[config.mk]
export PLATFORM = sky130hd
export DESIGN_NAME = three_band_fir_equalizer_flat
export DESIGN_NICKNAME = d
export VERILOG_FILES = /design/src/hw/rtl/tbfe_pkg.sv /design/src/hw/rtl/tbfe_sample_if.sv /design/src/hw/rtl/tbfe_code_if.sv /design/src/hw/rtl/tbfe_ram.sv /design/src/hw/rtl/three_band_fir_equalizer.sv /design/src/flat_wrapper.sv
export SDC_FILE = /design/constraint.sdc
export NUM_CORES = 2
export LEC_CHECK = 0
export ABC_CLOCK_PERIOD_IN_PS = 15350
export BUFFER_PORTS_ARGS = -buffer_cell sky130_fd_sc_hd__buf_4
export CAP_MARGIN = 20
export CORE_MARGIN = 3
export CORE_UTILIZATION = 38
export CTS_CLUSTER_DIAMETER = 50
export DETAILED_ROUTE_END_ITERATION = 10
export PLACE_DENSITY = 0.54
export SYNTH_ARGS = -nofsm -noshare
export SYNTH_HDL_FRONTEND = slang
export SYNTH_SLANG_ARGS = --single-unit
[constraint.sdc]
create_clock -name clk -period 15.35 [get_ports clk]
set_clock_uncertainty 0.2 [all_clocks]
set_input_delay 0.7675 -clock clk [delete_from_list [all_inputs] [get_ports clk]]
set_output_delay 0.7675 -clock clk [all_outputs]
set_load 0.01 [all_outputs]
[src/hw/rtl/tbfe_pkg.sv]
`default_nettype none

package tbfe_pkg;

    localparam int TAP_COUNT = 64;
    localparam int COEF_COUNT = 64;
    localparam int TAP_W = (TAP_COUNT > 1) ? $clog2(TAP_COUNT) : 1;
    localparam int FILL_W = $clog2(TAP_COUNT + 1);
    localparam int COEF_IDX_W = $clog2(COEF_COUNT);

    localparam int SAMPLE_W = 16;
    localparam int GAIN_W = 16;
    localparam int CODE_W = 12;
    localparam int ACC_W = 32;
    localparam int CFG_IDX_W = 2;
    localparam int STEP_W = 3;

    localparam logic [GAIN_W-1:0] GAIN_UNITY = 16'd4096;
    localparam int ACC_SHIFT = 15;
    localparam int GAIN_SHIFT = 12;

    localparam logic [CFG_IDX_W-1:0] REG_GAIN_BASS = 2'd0;
    localparam logic [CFG_IDX_W-1:0] REG_GAIN_MID = 2'd1;
    localparam logic [CFG_IDX_W-1:0] REG_GAIN_TREBLE = 2'd2;

    typedef enum logic [1:0] {
        BAND_BASS,
        BAND_MID,
        BAND_TREBLE
    } band_t;

    typedef enum logic [2:0] {
        OP_NOP,
        OP_WAIT,
        OP_START,
        OP_MAC,
        OP_SAT,
        OP_GAIN,
        OP_ACCUM,
        OP_OUT
    } op_t;

    typedef enum logic [2:0] {
        C_NEVER,
        C_ALWAYS,
        C_NO_REQ,
        C_TAP_MORE,
        C_BAND_MORE,
        C_OUT_BUSY
    } cond_t;

    typedef logic [STEP_W-1:0] step_t;

    localparam step_t STEP_WAIT = 3'd0;
    localparam step_t STEP_START = 3'd1;
    localparam step_t STEP_MAC = 3'd2;
    localparam step_t STEP_SAT = 3'd3;
    localparam step_t STEP_GAIN = 3'd4;
    localparam step_t STEP_ACCUM = 3'd5;
    localparam step_t STEP_OUT = 3'd6;

    typedef struct packed {
        op_t op;
        cond_t cond;
        step_t target;
    } ctrl_word_t;

    localparam logic signed [15:0] COEF_BASS [COEF_COUNT] = '{
        -16'sd47, -16'sd46, -16'sd47, -16'sd48, -16'sd50, -16'sd50, -16'sd49, -16'sd43,
        -16'sd33, -16'sd16, 16'sd9, 16'sd42, 16'sd86, 16'sd140, 16'sd205, 16'sd281,
        16'sd368, 16'sd464, 16'sd569, 16'sd682, 16'sd799, 16'sd920, 16'sd1041, 16'sd1160,
        16'sd1275, 16'sd1382, 16'sd1480, 16'sd1566, 16'sd1637, 16'sd1692, 16'sd1729,
        16'sd1748,
        16'sd1748, 16'sd1729, 16'sd1692, 16'sd1637, 16'sd1566, 16'sd1480, 16'sd1382,
        16'sd1275,
        16'sd1160, 16'sd1041, 16'sd920, 16'sd799, 16'sd682, 16'sd569, 16'sd464, 16'sd368,
        16'sd281, 16'sd205, 16'sd140, 16'sd86, 16'sd42, 16'sd9, -16'sd16, -16'sd33,
        -16'sd43, -16'sd49, -16'sd50, -16'sd50, -16'sd48, -16'sd47, -16'sd46, -16'sd47
    };

    localparam logic signed [15:0] COEF_MID [COEF_COUNT] = '{
        -16'sd35, -16'sd39, -16'sd1, -16'sd3, -16'sd68, -16'sd85, -16'sd13, -16'sd18,
        -16'sd162, -16'sd198, -16'sd40, -16'sd49, -16'sd340, -16'sd399, -16'sd75, -16'sd82,
        -16'sd611, -16'sd695, -16'sd82, -16'sd71, -16'sd988, -16'sd1104, 16'sd25, 16'sd91,
        -16'sd1543, -16'sd1742, 16'sd511, 16'sd800, -16'sd2839, -16'sd3716, 16'sd4084,
        16'sd13944,
        16'sd13944, 16'sd4084, -16'sd3716, -16'sd2839, 16'sd800, 16'sd511, -16'sd1742,
        -16'sd1543,
        16'sd91, 16'sd25, -16'sd1104, -16'sd988, -16'sd71, -16'sd82, -16'sd695, -16'sd611,
        -16'sd82, -16'sd75, -16'sd399, -16'sd340, -16'sd49, -16'sd40, -16'sd198, -16'sd162,
        -16'sd18, -16'sd13, -16'sd85, -16'sd68, -16'sd3, -16'sd1, -16'sd39, -16'sd35
    };

    localparam logic signed [15:0] COEF_TREBLE [COEF_COUNT] = '{
        16'sd20, -16'sd26, -16'sd29, 16'sd28, 16'sd17, 16'sd50, -16'sd121, 16'sd31,
        -16'sd37, 16'sd217, -16'sd130, -16'sd64, -16'sd153, 16'sd217, 16'sd254, -16'sd245,
        -16'sd142, -16'sd398, 16'sd919, -16'sd220, 16'sd254, -16'sd1416, 16'sd822, 16'sd397,
        16'sd935, -16'sd1347, -16'sd1637, 16'sd1696, 16'sd1111, 16'sd3807, -16'sd12805,
        16'sd7993,
        16'sd7993, -16'sd12805, 16'sd3807, 16'sd1111, 16'sd1696, -16'sd1637, -16'sd1347,
        16'sd935,
        16'sd397, 16'sd822, -16'sd1416, 16'sd254, -16'sd220, 16'sd919, -16'sd398, -16'sd142,
        -16'sd245, 16'sd254, 16'sd217, -16'sd153, -16'sd64, -16'sd130, 16'sd217, -16'sd37,
        16'sd31, -16'sd121, 16'sd50, 16'sd17, 16'sd28, -16'sd29, -16'sd26, 16'sd20
    };

    function automatic logic signed [15:0] coef_of(input band_t band, input int tap);
        logic signed [15:0] c;
        c = '0;
        if (tap < COEF_COUNT)
        begin
            unique case (band)
                BAND_BASS:   c = COEF_BASS[tap[COEF_IDX_W-1:0]];
                BAND_MID:    c = COEF_MID[tap[COEF_IDX_W-1:0]];
                BAND_TREBLE: c = COEF_TREBLE[tap[COEF_IDX_W-1:0]];
                default:     c = '0;
            endcase
        end
        return c;
    endfunction

    function automatic logic signed [15:0] sat16(input logic signed [31:0] v);
        logic signed [15:0] r;
        if (v > 32'sd32767)
        begin
            r = 16'sh7FFF;
        end
        else if (v < -32'sd32768)
        begin
            r = 16'sh8000;
        end
        else
        begin
            r = v[15:0];
        end
        return r;
    endfunction

    // Program: wait for a sample, then per band clear, walk the taps, saturate,
    // scale, and add; finally hand the code to the output register.
    function automatic ctrl_word_t ucode_rom(input step_t step);
        ctrl_word_t w;
        unique case (step)
            STEP_WAIT:  w = '{op: OP_WAIT,  cond: C_NO_REQ,    target: STEP_WAIT};
            STEP_START: w = '{op: OP_START, cond: C_NEVER,     target: STEP_WAIT};
            STEP_MAC:   w = '{op: OP_MAC,   cond: C_TAP_MORE,  target: STEP_MAC};
            STEP_SAT:   w = '{op: OP_SAT,   cond: C_NEVER,     target: STEP_WAIT};
            STEP_GAIN:  w = '{op: OP_GAIN,  cond: C_NEVER,     target: STEP_WAIT};
            STEP_ACCUM: w = '{op: OP_ACCUM, cond: C_BAND_MORE, target: STEP_START};
            STEP_OUT:   w = '{op: OP_OUT,   cond: C_OUT_BUSY,  target: STEP_OUT};
            default:    w = '{op: OP_NOP,   cond: C_ALWAYS,    target: STEP_WAIT};
        endcase
        return w;
    endfunction

endpackage

`default_nettype wire

[src/hw/rtl/tbfe_sample_if.sv]
`default_nettype none

interface tbfe_sample_if;
    logic valid;
    logic ready;
    logic signed [tbfe_pkg::SAMPLE_W-1:0] sample_in;

    modport source (output valid, output sample_in, input ready);
    modport sink (input valid, input sample_in, output ready);
endinterface

`default_nettype wire

[src/hw/rtl/tbfe_code_if.sv]
`default_nettype none

interface tbfe_code_if;
    logic valid;
    logic ready;
    logic [tbfe_pkg::CODE_W-1:0] dac_code;

    modport source (output valid, output dac_code, input ready);
    modport sink (input valid, input dac_code, output ready);
endinterface

`default_nettype wire

[src/hw/rtl/tbfe_ram.sv]
`default_nettype none

module tbfe_ram #(
    parameter int WIDTH = 16,
    parameter int DEPTH = 64,
    localparam int ADDR_W = (DEPTH > 1) ? $clog2(DEPTH) : 1
) (
    input  wire logic                  clk,
    input  wire logic                  we,
    input  wire logic [ADDR_W-1:0]     waddr,
    input  wire logic [WIDTH-1:0]      wdata,
    input  wire logic [ADDR_W-1:0]     raddr,
    output logic      [WIDTH-1:0]      rdata
);
    logic [WIDTH-1:0] mem_reg [DEPTH];

    always_ff @(posedge clk)
    begin
        if (we)
        begin
            mem_reg[waddr] <= wdata;
        end
        rdata <= mem_reg[raddr];
    end
endmodule

`default_nettype wire

[src/hw/rtl/three_band_fir_equalizer.sv]
`default_nettype none

// Channel   Dir   Payload             Accepted when
// samples   in    sample_in s16 Q15   samples.valid && samples.ready
// codes     out   dac_code u12        codes.valid && codes.ready
// cfg       in    gain regs s16 Q4.12 cfg_wr_en high at the clock edge
//
// The time until a code is valid is set by the single multiply-accumulate that
// walks every tap once per band; a new request is taken only after the sequencer
// has handed the code to the output register and returned to its wait step.
// After reset all gains are 4096 and a fill count makes the delay line read as zero.
// A finished code waits in the output register while the next request runs;
// the sequencer holds at its output step only while that register is still full and codes.ready is low.

module three_band_fir_equalizer (
    input  wire logic                               clk,
    input  wire logic                               rst_n,
    tbfe_sample_if.sink                             samples,
    tbfe_code_if.source                             codes,
    input  wire logic                               cfg_wr_en,
    input  wire logic [tbfe_pkg::CFG_IDX_W-1:0]     cfg_index,
    input  wire logic [tbfe_pkg::GAIN_W-1:0]        cfg_data
);
    localparam int TW = tbfe_pkg::TAP_W;
    localparam int FW = tbfe_pkg::FILL_W;

    tbfe_pkg::step_t                    step_reg, step_next;
    tbfe_pkg::ctrl_word_t               cw;
    logic                               jump;

    logic [TW-1:0]                      wp_reg, wp_next;
    logic [TW-1:0]                      rd_ptr_reg, rd_ptr_next;
    logic [TW-1:0]                      tap_reg, tap_next;
    logic [FW-1:0]                      fill_reg, fill_next;
    tbfe_pkg::band_t                    band_reg, band_next;
    logic signed [tbfe_pkg::ACC_W-1:0]  acc_reg, acc_next;
    logic signed [15:0]                 band_val_reg, band_val_next;
    logic signed [31:0]                 prod_reg, prod_next;
    logic [15:0]                        sum_reg, sum_next;
    logic signed [15:0]                 gain_bass_reg, gain_bass_next;
    logic signed [15:0]                 gain_mid_reg, gain_mid_next;
    logic signed [15:0]                 gain_treble_reg, gain_treble_next;
    logic                               out_valid_reg, out_valid_next;
    logic [tbfe_pkg::CODE_W-1:0]        dac_reg, dac_next;

    logic                               in_acc;
    logic                               out_busy;
    logic [TW-1:0]                      wp_inc;
    logic [TW-1:0]                      raddr;
    logic [tbfe_pkg::SAMPLE_W-1:0]      rdata;
    logic signed [15:0]                 tap_sample;
    logic signed [15:0]                 tap_coef;
    logic signed [31:0]                 mac_prod;
    logic signed [31:0]                 acc_sh;
    logic signed [31:0]                 gain_q;
    logic signed [15:0]                 gain_sel;
    logic signed [15:0]                 gained;

    function automatic logic [TW-1:0] ptr_dec(input logic [TW-1:0] p);
        return (p == '0) ? TW'(tbfe_pkg::TAP_COUNT - 1) : p - 1'b1;
    endfunction

    assign cw = tbfe_pkg::ucode_rom(step_reg);
    assign out_busy = out_valid_reg && !codes.ready;
    assign in_acc = samples.valid && samples.ready;
    assign wp_inc = (wp_reg == TW'(tbfe_pkg::TAP_COUNT - 1)) ? '0 : wp_reg + 1'b1;

    // Step sequencing.
    always_comb
    begin
        unique case (cw.cond)
            tbfe_pkg::C_NEVER:     jump = 1'b0;
            tbfe_pkg::C_ALWAYS:    jump = 1'b1;
            tbfe_pkg::C_NO_REQ:    jump = !samples.valid;
            tbfe_pkg::C_TAP_MORE:  jump = tap_reg != TW'(tbfe_pkg::TAP_COUNT - 1);
            tbfe_pkg::C_BAND_MORE: jump = band_reg != tbfe_pkg::BAND_TREBLE;
            tbfe_pkg::C_OUT_BUSY:  jump = out_busy;
            default:               jump = 1'b1;
        endcase
        step_next = jump ? cw.target : step_reg + 1'b1;
    end

    // Control word decode toward the ports and the delay-line memory.
    always_comb
    begin
        samples.ready = (cw.op == tbfe_pkg::OP_WAIT);
        codes.valid = out_valid_reg;
        codes.dac_code = dac_reg;
        raddr = (cw.op == tbfe_pkg::OP_START) ? wp_reg : rd_ptr_reg;
    end

    tbfe_ram #(
        .WIDTH (tbfe_pkg::SAMPLE_W),
        .DEPTH (tbfe_pkg::TAP_COUNT)
    ) u_delay (
        .clk   (clk),
        .we    (in_acc),
        .waddr (wp_inc),
        .wdata (samples.sample_in),
        .raddr (raddr),
        .rdata (rdata)
    );

    // Datapath.
    always_comb
    begin
        tap_sample = (FW'(tap_reg) < fill_reg) ? $signed(rdata) : 16'sd0;
        tap_coef = tbfe_pkg::coef_of(band_reg, int'(tap_reg));
        mac_prod = tap_coef * tap_sample;
        acc_sh = acc_reg >>> tbfe_pkg::ACC_SHIFT;
        gain_q = prod_reg >>> tbfe_pkg::GAIN_SHIFT;
        if (prod_reg[31] && (prod_reg[tbfe_pkg::GAIN_SHIFT-1:0] != '0))
        begin
            gain_q = gain_q + 32'sd1;
        end
        gained = tbfe_pkg::sat16(gain_q);
        unique case (band_reg)
            tbfe_pkg::BAND_BASS:   gain_sel = gain_bass_reg;
            tbfe_pkg::BAND_MID:    gain_sel = gain_mid_reg;
            tbfe_pkg::BAND_TREBLE: gain_sel = gain_treble_reg;
            default:               gain_sel = gain_treble_reg;
        endcase

        wp_next = wp_reg;
        rd_ptr_next = rd_ptr_reg;
        tap_next = tap_reg;
        fill_next = fill_reg;
        band_next = band_reg;
        acc_next = acc_reg;
        band_val_next = band_val_reg;
        prod_next = prod_reg;
        sum_next = sum_reg;
        dac_next = dac_reg;
        out_valid_next = out_valid_reg && !codes.ready;

        unique case (cw.op)
            tbfe_pkg::OP_WAIT:
            begin
                if (in_acc)
                begin
                    wp_next = wp_inc;
                    if (fill_reg != FW'(tbfe_pkg::TAP_COUNT))
                    begin
                        fill_next = fill_reg + 1'b1;
                    end
                    band_next = tbfe_pkg::BAND_BASS;
                    sum_next = '0;
                end
            end
            tbfe_pkg::OP_START:
            begin
                acc_next = '0;
                tap_next = '0;
                rd_ptr_next = ptr_dec(wp_reg);
            end
            tbfe_pkg::OP_MAC:
            begin
                acc_next = acc_reg + mac_prod;
                tap_next = tap_reg + 1'b1;
                rd_ptr_next = ptr_dec(rd_ptr_reg);
            end
            tbfe_pkg::OP_SAT:
            begin
                band_val_next = tbfe_pkg::sat16(acc_sh);
            end
            tbfe_pkg::OP_GAIN:
            begin
                prod_next = band_val_reg * gain_sel;
            end
            tbfe_pkg::OP_ACCUM:
            begin
                sum_next = sum_reg + gained;
                unique case (band_reg)
                    tbfe_pkg::BAND_BASS: band_next = tbfe_pkg::BAND_MID;
                    tbfe_pkg::BAND_MID:  band_next = tbfe_pkg::BAND_TREBLE;
                    default:             band_next = tbfe_pkg::BAND_TREBLE;
                endcase
            end
            tbfe_pkg::OP_OUT:
            begin
                if (!out_busy)
                begin
                    dac_next = {~sum_reg[15], sum_reg[14:4]};
                    out_valid_next = 1'b1;
                end
            end
            default:
            begin
            end
        endcase
    end

    // Gain registers.
    always_comb
    begin
        gain_bass_next = gain_bass_reg;
        gain_mid_next = gain_mid_reg;
        gain_treble_next = gain_treble_reg;
        if (cfg_wr_en)
        begin
            unique case (cfg_index)
                tbfe_pkg::REG_GAIN_BASS:   gain_bass_next = $signed(cfg_data);
                tbfe_pkg::REG_GAIN_MID:    gain_mid_next = $signed(cfg_data);
                tbfe_pkg::REG_GAIN_TREBLE: gain_treble_next = $signed(cfg_data);
                default:
                begin
                end
            endcase
        end
    end

    always_ff @(posedge clk or negedge rst_n)
    begin
        if (!rst_n)
        begin
            step_reg <= tbfe_pkg::STEP_WAIT;
            wp_reg <= '0;
            fill_reg <= '0;
            band_reg <= tbfe_pkg::BAND_BASS;
            tap_reg <= '0;
            out_valid_reg <= 1'b0;
            gain_bass_reg <= $signed(tbfe_pkg::GAIN_UNITY);
            gain_mid_reg <= $signed(tbfe_pkg::GAIN_UNITY);
            gain_treble_reg <= $signed(tbfe_pkg::GAIN_UNITY);
        end
        else
        begin
            step_reg <= step_next;
            wp_reg <= wp_next;
            fill_reg <= fill_next;
            band_reg <= band_next;
            tap_reg <= tap_next;
            out_valid_reg <= out_valid_next;
            gain_bass_reg <= gain_bass_next;
            gain_mid_reg <= gain_mid_next;
            gain_treble_reg <= gain_treble_next;
        end
    end

    always_ff @(posedge clk)
    begin
        rd_ptr_reg <= rd_ptr_next;
        acc_reg <= acc_next;
        band_val_reg <= band_val_next;
        prod_reg <= prod_next;
        sum_reg <= sum_next;
        dac_reg <= dac_next;
    end
endmodule

`default_nettype wire

[src/flat_wrapper.sv]
// flat-port wrapper written by rule: the top's interface ports become plain ports
module three_band_fir_equalizer_flat 
  (clk, rst_n, cfg_wr_en, cfg_index, cfg_data, samples_valid, samples_sample_in, samples_ready, codes_valid, codes_dac_code, codes_ready);
  tbfe_sample_if samples_i ();
  tbfe_code_if codes_i ();
  input  wire logic clk;
  input  wire logic rst_n;
  input  wire logic cfg_wr_en;
  input  wire logic [tbfe_pkg::CFG_IDX_W-1:0] cfg_index;
  input  wire logic [tbfe_pkg::GAIN_W-1:0] cfg_data;
  input wire logic [$bits(samples_i.valid)-1:0] samples_valid;
  input wire logic [$bits(samples_i.sample_in)-1:0] samples_sample_in;
  output wire logic [$bits(samples_i.ready)-1:0] samples_ready;
  output wire logic [$bits(codes_i.valid)-1:0] codes_valid;
  output wire logic [$bits(codes_i.dac_code)-1:0] codes_dac_code;
  input wire logic [$bits(codes_i.ready)-1:0] codes_ready;
  assign samples_i.valid = samples_valid;
  assign samples_i.sample_in = samples_sample_in;
  assign samples_ready = samples_i.ready;
  assign codes_valid = codes_i.valid;
  assign codes_dac_code = codes_i.dac_code;
  assign codes_i.ready = codes_ready;
  three_band_fir_equalizer u_core (.clk(clk), .rst_n(rst_n), .samples(samples_i), .codes(codes_i), .cfg_wr_en(cfg_wr_en), .cfg_index(cfg_index), .cfg_data(cfg_data));
endmodule
# Word level (Yosys, flattened, before mapping)
# Memory sizes are Yosys's and may differ from the RTL's. A register that Yosys moved wholly into a read port is not among the register bits.
# Index checks and enable logic that the tools add are counted.
# totals
regBits	187
ramBits	1024
rom_bits	3072
inputBits	39
output_inout_bits	14
word_cells	117
memories	4
# mem_list
name	depth	word_bits	read_ports	rd_ports_with_merged_regs	write_ports	line_no	rtl
(name not given)	64	16	1	0	0	tbfe_pkg.sv:113	BAND_BASS: c = COEF_BASS[tap[COEF_IDX_W-1:0]];
(name not given)	64	16	1	0	0	tbfe_pkg.sv:114	BAND_MID: c = COEF_MID[tap[COEF_IDX_W-1:0]];
(name not given)	64	16	1	0	0	tbfe_pkg.sv:115	BAND_TREBLE: c = COEF_TREBLE[tap[COEF_IDX_W-1:0]];
u_core.u_delay.mem_reg	64	16	1	1	1	tbfe_ram.sv:15	logic [WIDTH-1:0] mem_reg [DEPTH];
# op_classes
addsub	9
mul	2
order_cmp	6
n_eq_ne	26
n_mux	31
bitwise_logic	3
n_reduce_logical	21
# op_table
op	n
16-bit two-way mux	11
16-bit by 16-bit multiplier with 32-bit output	2
16-bit case mux with 2 select lines	2
32-bit case mux with 2 select lines	1
9-bit case mux with 7 select lines	1
16-bit case mux with 3 select lines	1
32-bit adder	1
32-bit by 16-bit greater-than comparator with 1-bit output, second input constant	1
32-bit by 16-bit < comparator with 1-bit output, second input constant	1
32-bit two-way mux	1
3-bit equality test, second input constant	9
6-bit two-way mux	4
6-bit case mux with 2 select lines	2
20-bit by 2-bit adder with 21-bit output, second input constant	1
3-bit by 2-bit equality test with 1-bit output, second input constant	6
17-bit by 16-bit greater-than comparator with 1-bit output, second input constant	1
17-bit by 16-bit < comparator with 1-bit output, second input constant	1
16-bit adder	1
6-bit by 1-bit adder with 6-bit output, second input constant	2
6-bit logical NOT	2
2-bit AND reduction	6
12-bit nonzero test	1
6-bit by 1-bit subtractor with 6-bit output, second input constant	2
7-bit by 1-bit adder with 7-bit output, second input constant	1
other kinds (23)	37

# Longest topological paths before layout
# depth
depth_word	8
ltp_mapped	34

# Cells and area by module
# Synthesis repeated with hierarchy kept, for this count alone.
# unflattened
cells_unflattened	5301
hier_area_um2	72590.9
# by_module_without_submodules
mod	n_inst	cells_each	area_each_um2	seq_area_each_um2
tbfe_ram	1	1829	40042.2	31069.8
three_band_fir_equalizer	1	3472	32548.7	5253.8

# Worst setup path after synthesis
# OpenSTA, ideal clock, no wires.
# synth_path
path_type	register -> register
startpoint	reg u_core.tap_reg[1]
endpoint	reg u_core.acc_reg[29] (netlist bit), data pin
arrival_ps	8074
setup_slack_ps	6810
path_stages_with_launch	28
period_less_slack_ps	8540
cell_sequence	dfrtp_1 > clkinv_1 > ha_1 > nand2b_1 > clkbuf_1 > a211oi_1 > nor3b_1 > a221o_1 > clkbuf_1 > nand2_1 > fa_1 > inv_1 > fa_1 > fa_1 > fa_1 > fa_1 > inv_1 > fa_1 > inv_1 > ha_1 > a21o_1 > a211o_1 > nor3_1 > o31ai_1 > a211oi_1 > o21ai_0 > xnor2_1 > nor2_1
# synth_via
elab_chain_cells	8
elab_cells_between_ends	16
cone_classes	add/sub: 1; mul: 1; order compare: 1; mux: 9; bitwise: 1; memory: 3
# synth_lines
item	line_no	rtl
start: declaration	three_band_fir_equalizer.sv:33	logic [TW-1:0] tap_reg, tap_next;
start signal: assignment	three_band_fir_equalizer.sv:232	tap_reg <= tap_next;
6-bit NOT with 7-bit output (implied by the code)	tbfe_pkg.sv:113, tbfe_pkg.sv:114, tbfe_pkg.sv:115	
memory read 64 x 16 bit, on equally long branches	n/a	
16-bit two-way mux, on equally long branches (2 in a row)	tbfe_pkg.sv:115, tbfe_pkg.sv:113, tbfe_pkg.sv:114	
16-bit case mux with 3 select lines	tbfe_pkg.sv:112	unique case (band)
16-bit by 16-bit multiplier with 32-bit output *	three_band_fir_equalizer.sv:109	mac_prod = tap_coef * tap_sample;
32-bit adder *	three_band_fir_equalizer.sv:158	acc_next = acc_reg + mac_prod;
32-bit case mux with 2 select lines *	three_band_fir_equalizer.sv:136	unique case (cw.op)
end signal: assignment	three_band_fir_equalizer.sv:243	acc_reg <= acc_next;
end: declaration	three_band_fir_equalizer.sv:36	logic signed [tbfe_pkg::ACC_W-1:0] acc_reg, acc_next;
# Every way passes the cells marked *; elsewhere a longest branch is shown, timed or not. The select of a mux whose other input is x is not followed.
# A chain may end at the register's enable or synchronous reset.

# Worst setup path after layout
# Same ends and word-level chain as after synthesis.

==> results <==
- The flow ran to the end, and the final reports show no timing, DRC or antenna violations.
- The peak per-stage delay on the critical path is approximately 0.89 ns.
- Counting tap cells, the placed design contains a total of approximately 7600 instances.
- The number of global-route vias before repair is 44257.
- The met1 track demand over resource is 27.51%.
- The clock transition at the register clock pins on the worst setup and hold paths after CTS is approximately 0.050 ns.
- The most prevalent standard cell on the critical path is sky130_fd_sc_hd__fa_1.
- Counting distinct cell types in the post-synthesis netlist gives 82.
- The family of cells with the greatest summed delay on the critical path is adder cells.
- The top cell type's share of synthesized area is 47.81%.
- Counting instances in the post-synthesis netlist gives the leading cell types as 1138 x sky130_fd_sc_hd__edfxtp_1, 627 x sky130_fd_sc_hd__inv_1, 548 x sky130_fd_sc_hd__fa_1.
- In the final layout, the share of cells above drive strength 1 is around 14%.
- The HPWL after detailed placement is 129000 µm.
- The timing-limited maximum frequency is slightly below 0.1 GHz.
- The non-filler instance count after layout is ~8000.
- The most frequently used flop master after synthesis is sky130_fd_sc_hd__edfxtp_1.
- Row generation in the floorplan step produced 158 rows.
- The largest net degree at the start of global routing is about 120.
- The data required time at the worst endpoint is between 15 and 20 ns.
- The global router's overall resource usage is 19.97%.
- The detailed-route vias per instance is roughly 5.4.
- The type of element launching the critical path is a flop.
- The number of instances in the synthesized netlist is 5234.
- The final weighted congestion in routability-driven placement is between 0.9 and 1.
- For this run, global-route usage on met3 was measured as roughly 3.4%.
- The register with the most flip-flops in the layout has between 1000 and 1500 of them.
- CTS built an H-tree with a depth of 4.
- Headroom to the max-slew limit came out at 24.52%.
- The number of top-level design ports is 53.
- The area of the die is 0.1933 mm².
- The first global-routing pass estimated around 290000 µm of wire.
- After clock tree synthesis, the flow added hold-fix buffers numbering 1.
- The post-route cell area is approximately 0.080 mm².
- Along the worst path, the maximum fanout reaches 22.
- At the worst endpoint, the arrival time is 10.37 ns.
- The number of buffers and inverters on the critical path is 5.
- The number of hold violations in the final report is 0.
- Post-CTS repair changed the size of 0 cells.
- Counting flops and latches in the post-synthesis netlist gives 1227.
- The most common cell in the synthesized netlist is sky130_fd_sc_hd__edfxtp_1.
- The placed standard-cell area is around 0.075 mm².
- Sorting the synthesized cells by area gives the leading types as sky130_fd_sc_hd__edfxtp_1 48%, sky130_fd_sc_hd__fa_1 15%, sky130_fd_sc_hd__mux4_2 8.1%, sky130_fd_sc_hd__ha_1 4.0%, sky130_fd_sc_hd__inv_1 3.3%.
- For this block, the via count after detailed routing is roughly 43000.
- The clock reaches the later pin of the worst-skew pair after 0.79 ns.
- Of the available clock period, the critical path in the final layout requires between 60% and 70%.
- The floorplan core area is ~0.19 mm².
- Of all flip-flops after synthesis, the portion carrying an async set or reset was between 5 and 6%.
- The number of design rule violations left after detail routing is 0.
- The number of antenna-violating nets in the routed design is 0.
- STA classifies the critical path endpoint as a flop.
- The number of buffers added for setup after CTS is 0.
- The first-iteration detailed-routing DRC count is between 3000 and 4000.
- In this run the worst hold path is classified as in -> reg.
- The area growth from synthesis to layout is 11.87%.
- The number of synthesis warnings is 0.
- The setup violation total in the final timing report is 0.
- The vertical die dimension is ~440 µm.
- The accumulated negative setup slack is 0 ns.
- The dominant cell type by area after synthesis is sky130_fd_sc_hd__edfxtp_1.
- At the placement stage, the worst setup path has a slack of about 5.4 ns.
- The initial antenna violation count is 8.
- Counting I/O delays and the setup requirement, the final critical path takes around 10 ns.
- CTS saw between 1000 and 1500 sinks.
- No sink is reached through more buffers than the 3 on the longest clock path.
- TritonCTS built the clock tree.
- In the final design database the tool counted approximately 6100 nets.
- The cell at the slowest stage of the critical path is sky130_fd_sc_hd__ha_1.
- Summing the sequential cell areas from Yosys gives about half of the chip area.
- The number of clock buffers added by TritonCTS is ~140.
- In this run the cell area of the synthesized design comes to about 0.071 mm².
- The least setup slack across all paths after layout is roughly 5.3 ns.
- The overflow left after global routing is 0.
- The number of nets produced by synthesis is a little over 6000.
- The critical path is of the reg -> reg type.
- The tree is rooted in a sky130_fd_sc_hd__clkbuf_16.
- The mean routed wirelength per cell is 24.25 µm.
- The number of buffers inserted by port buffering is 52.
- The max-slew violation count is 0.
- Setup repair after global routing left no endpoint under its margin.
- For this configuration, the core starts out at a cell density of between 30% and 40%.
- Yosys mapped a number of flops with a built-in enable equal to 1138.
- Averaged over all synthesized cells, the footprint is 13.66 µm².
- The final layout contains routed wiring with a total length of 191700 µm.
- The floorplan die width is around 440 µm.
- For met2 alone, demand over resource in global routing was 32.85%.
- The fill cell instance count of the final layout is between 15000 and 20000.
- For this run, the detailed router's first-pass iteration total came to 6.
- The most congested layer reported by global routing is met2.
- The slew of the pin with the lowest slew margin is roughly 1.1 ns.
- The max-cap violation count is 0.
cell families (layout without fill, tap and decap cells):
kind of cell | after synthesis | in the layout | synth area share (%)
AO/OA/AOI/OAI | 708 | 708 | 6.454
buffers and inverters | 885 | 1073 | 4.772
adder cells (fa/ha/maj) | 776 | 776 | 19.34
flip-flops | 1227 | 1227 | 50.82
other | 0 | 1 | 0
AND/OR/NAND/NOR | 1184 | 1184 | 7.867
XOR/XNOR | 114 | 114 | 1.397
multiplexers | 340 | 340 | 9.348
layer usage:
| layer | vias up | routed length [µm] |
|---|---|---|
| met5 | - | 11 |
| met1 | 22187 | 82880 |
| met4 | 2 | 4436 |
| met3 | 289 | 11480 |
| li1 | 18751 | - |
| met2 | 1301 | 92880 |
per-stage QoR:
step                      hold slack, ns  util (%)
final                            0.06613     42.94
after floorplan                   0.2334         -
after detailed placement          0.2602     40.31
after global placement            0.2596     40.31
after global routing             0.02744     42.93
after CTS                       0.003348     42.93
cell usage in the layout, fill, tap and decap left out, types with 144 or more instances in the layout:
master	instances
sky130_fd_sc_hd__edfxtp_1	1138
sky130_fd_sc_hd__inv_1	626
sky130_fd_sc_hd__fa_1	548
sky130_fd_sc_hd__nand2_1	360
sky130_fd_sc_hd__nor2_1	328
sky130_fd_sc_hd__mux4_2	257
sky130_fd_sc_hd__ha_1	228
sky130_fd_sc_hd__a21oi_1	186
sky130_fd_sc_hd__buf_4	178
sky130_fd_sc_hd__clkbuf_16	144
layout make-up:
| type | count | area, µm² | share of cell area, % |
|---|---|---|---|
| Multi-Input combinational cell | 3122 | 31840 | 39.82 |
| Tap cell | 2480 | 3103 | 3.881 |
| Sequential cell | 1227 | 36330 | 45.44 |
| Inverter | 630 | 2365 | 2.958 |
| Antenna cell | 1 | 2.502 | 0.003130 |
| Timing Repair Buffer | 184 | 1440 | 1.801 |
| Clock inverter | 83 | 1137 | 1.422 |
| Clock buffer | 176 | 3734 | 4.670 |
worst paths after layout:
kind,from,end,slack (ns),cells past startpoint
worst max register to register,u_core.tap_reg[1],u_core.acc_reg[29],5.28,26
worst min-delay path,cfg_data[9],u_core.gain_mid_reg[9],0.07,2
min in group asynchronous,rst_n,u_core.tap_reg[3],0.21,2
worst max-delay path,u_core.tap_reg[1],u_core.acc_reg[29],5.28,26
max in group asynchronous,rst_n,u_core.band_reg[0],13.49,3
worst min register to register,u_core.sum_reg[14],u_core.codes.dac_code[10],0.27,0
Power is not shown: default switching activity piles up to over one toggle a cycle in this logic, so the estimate is an artifact.
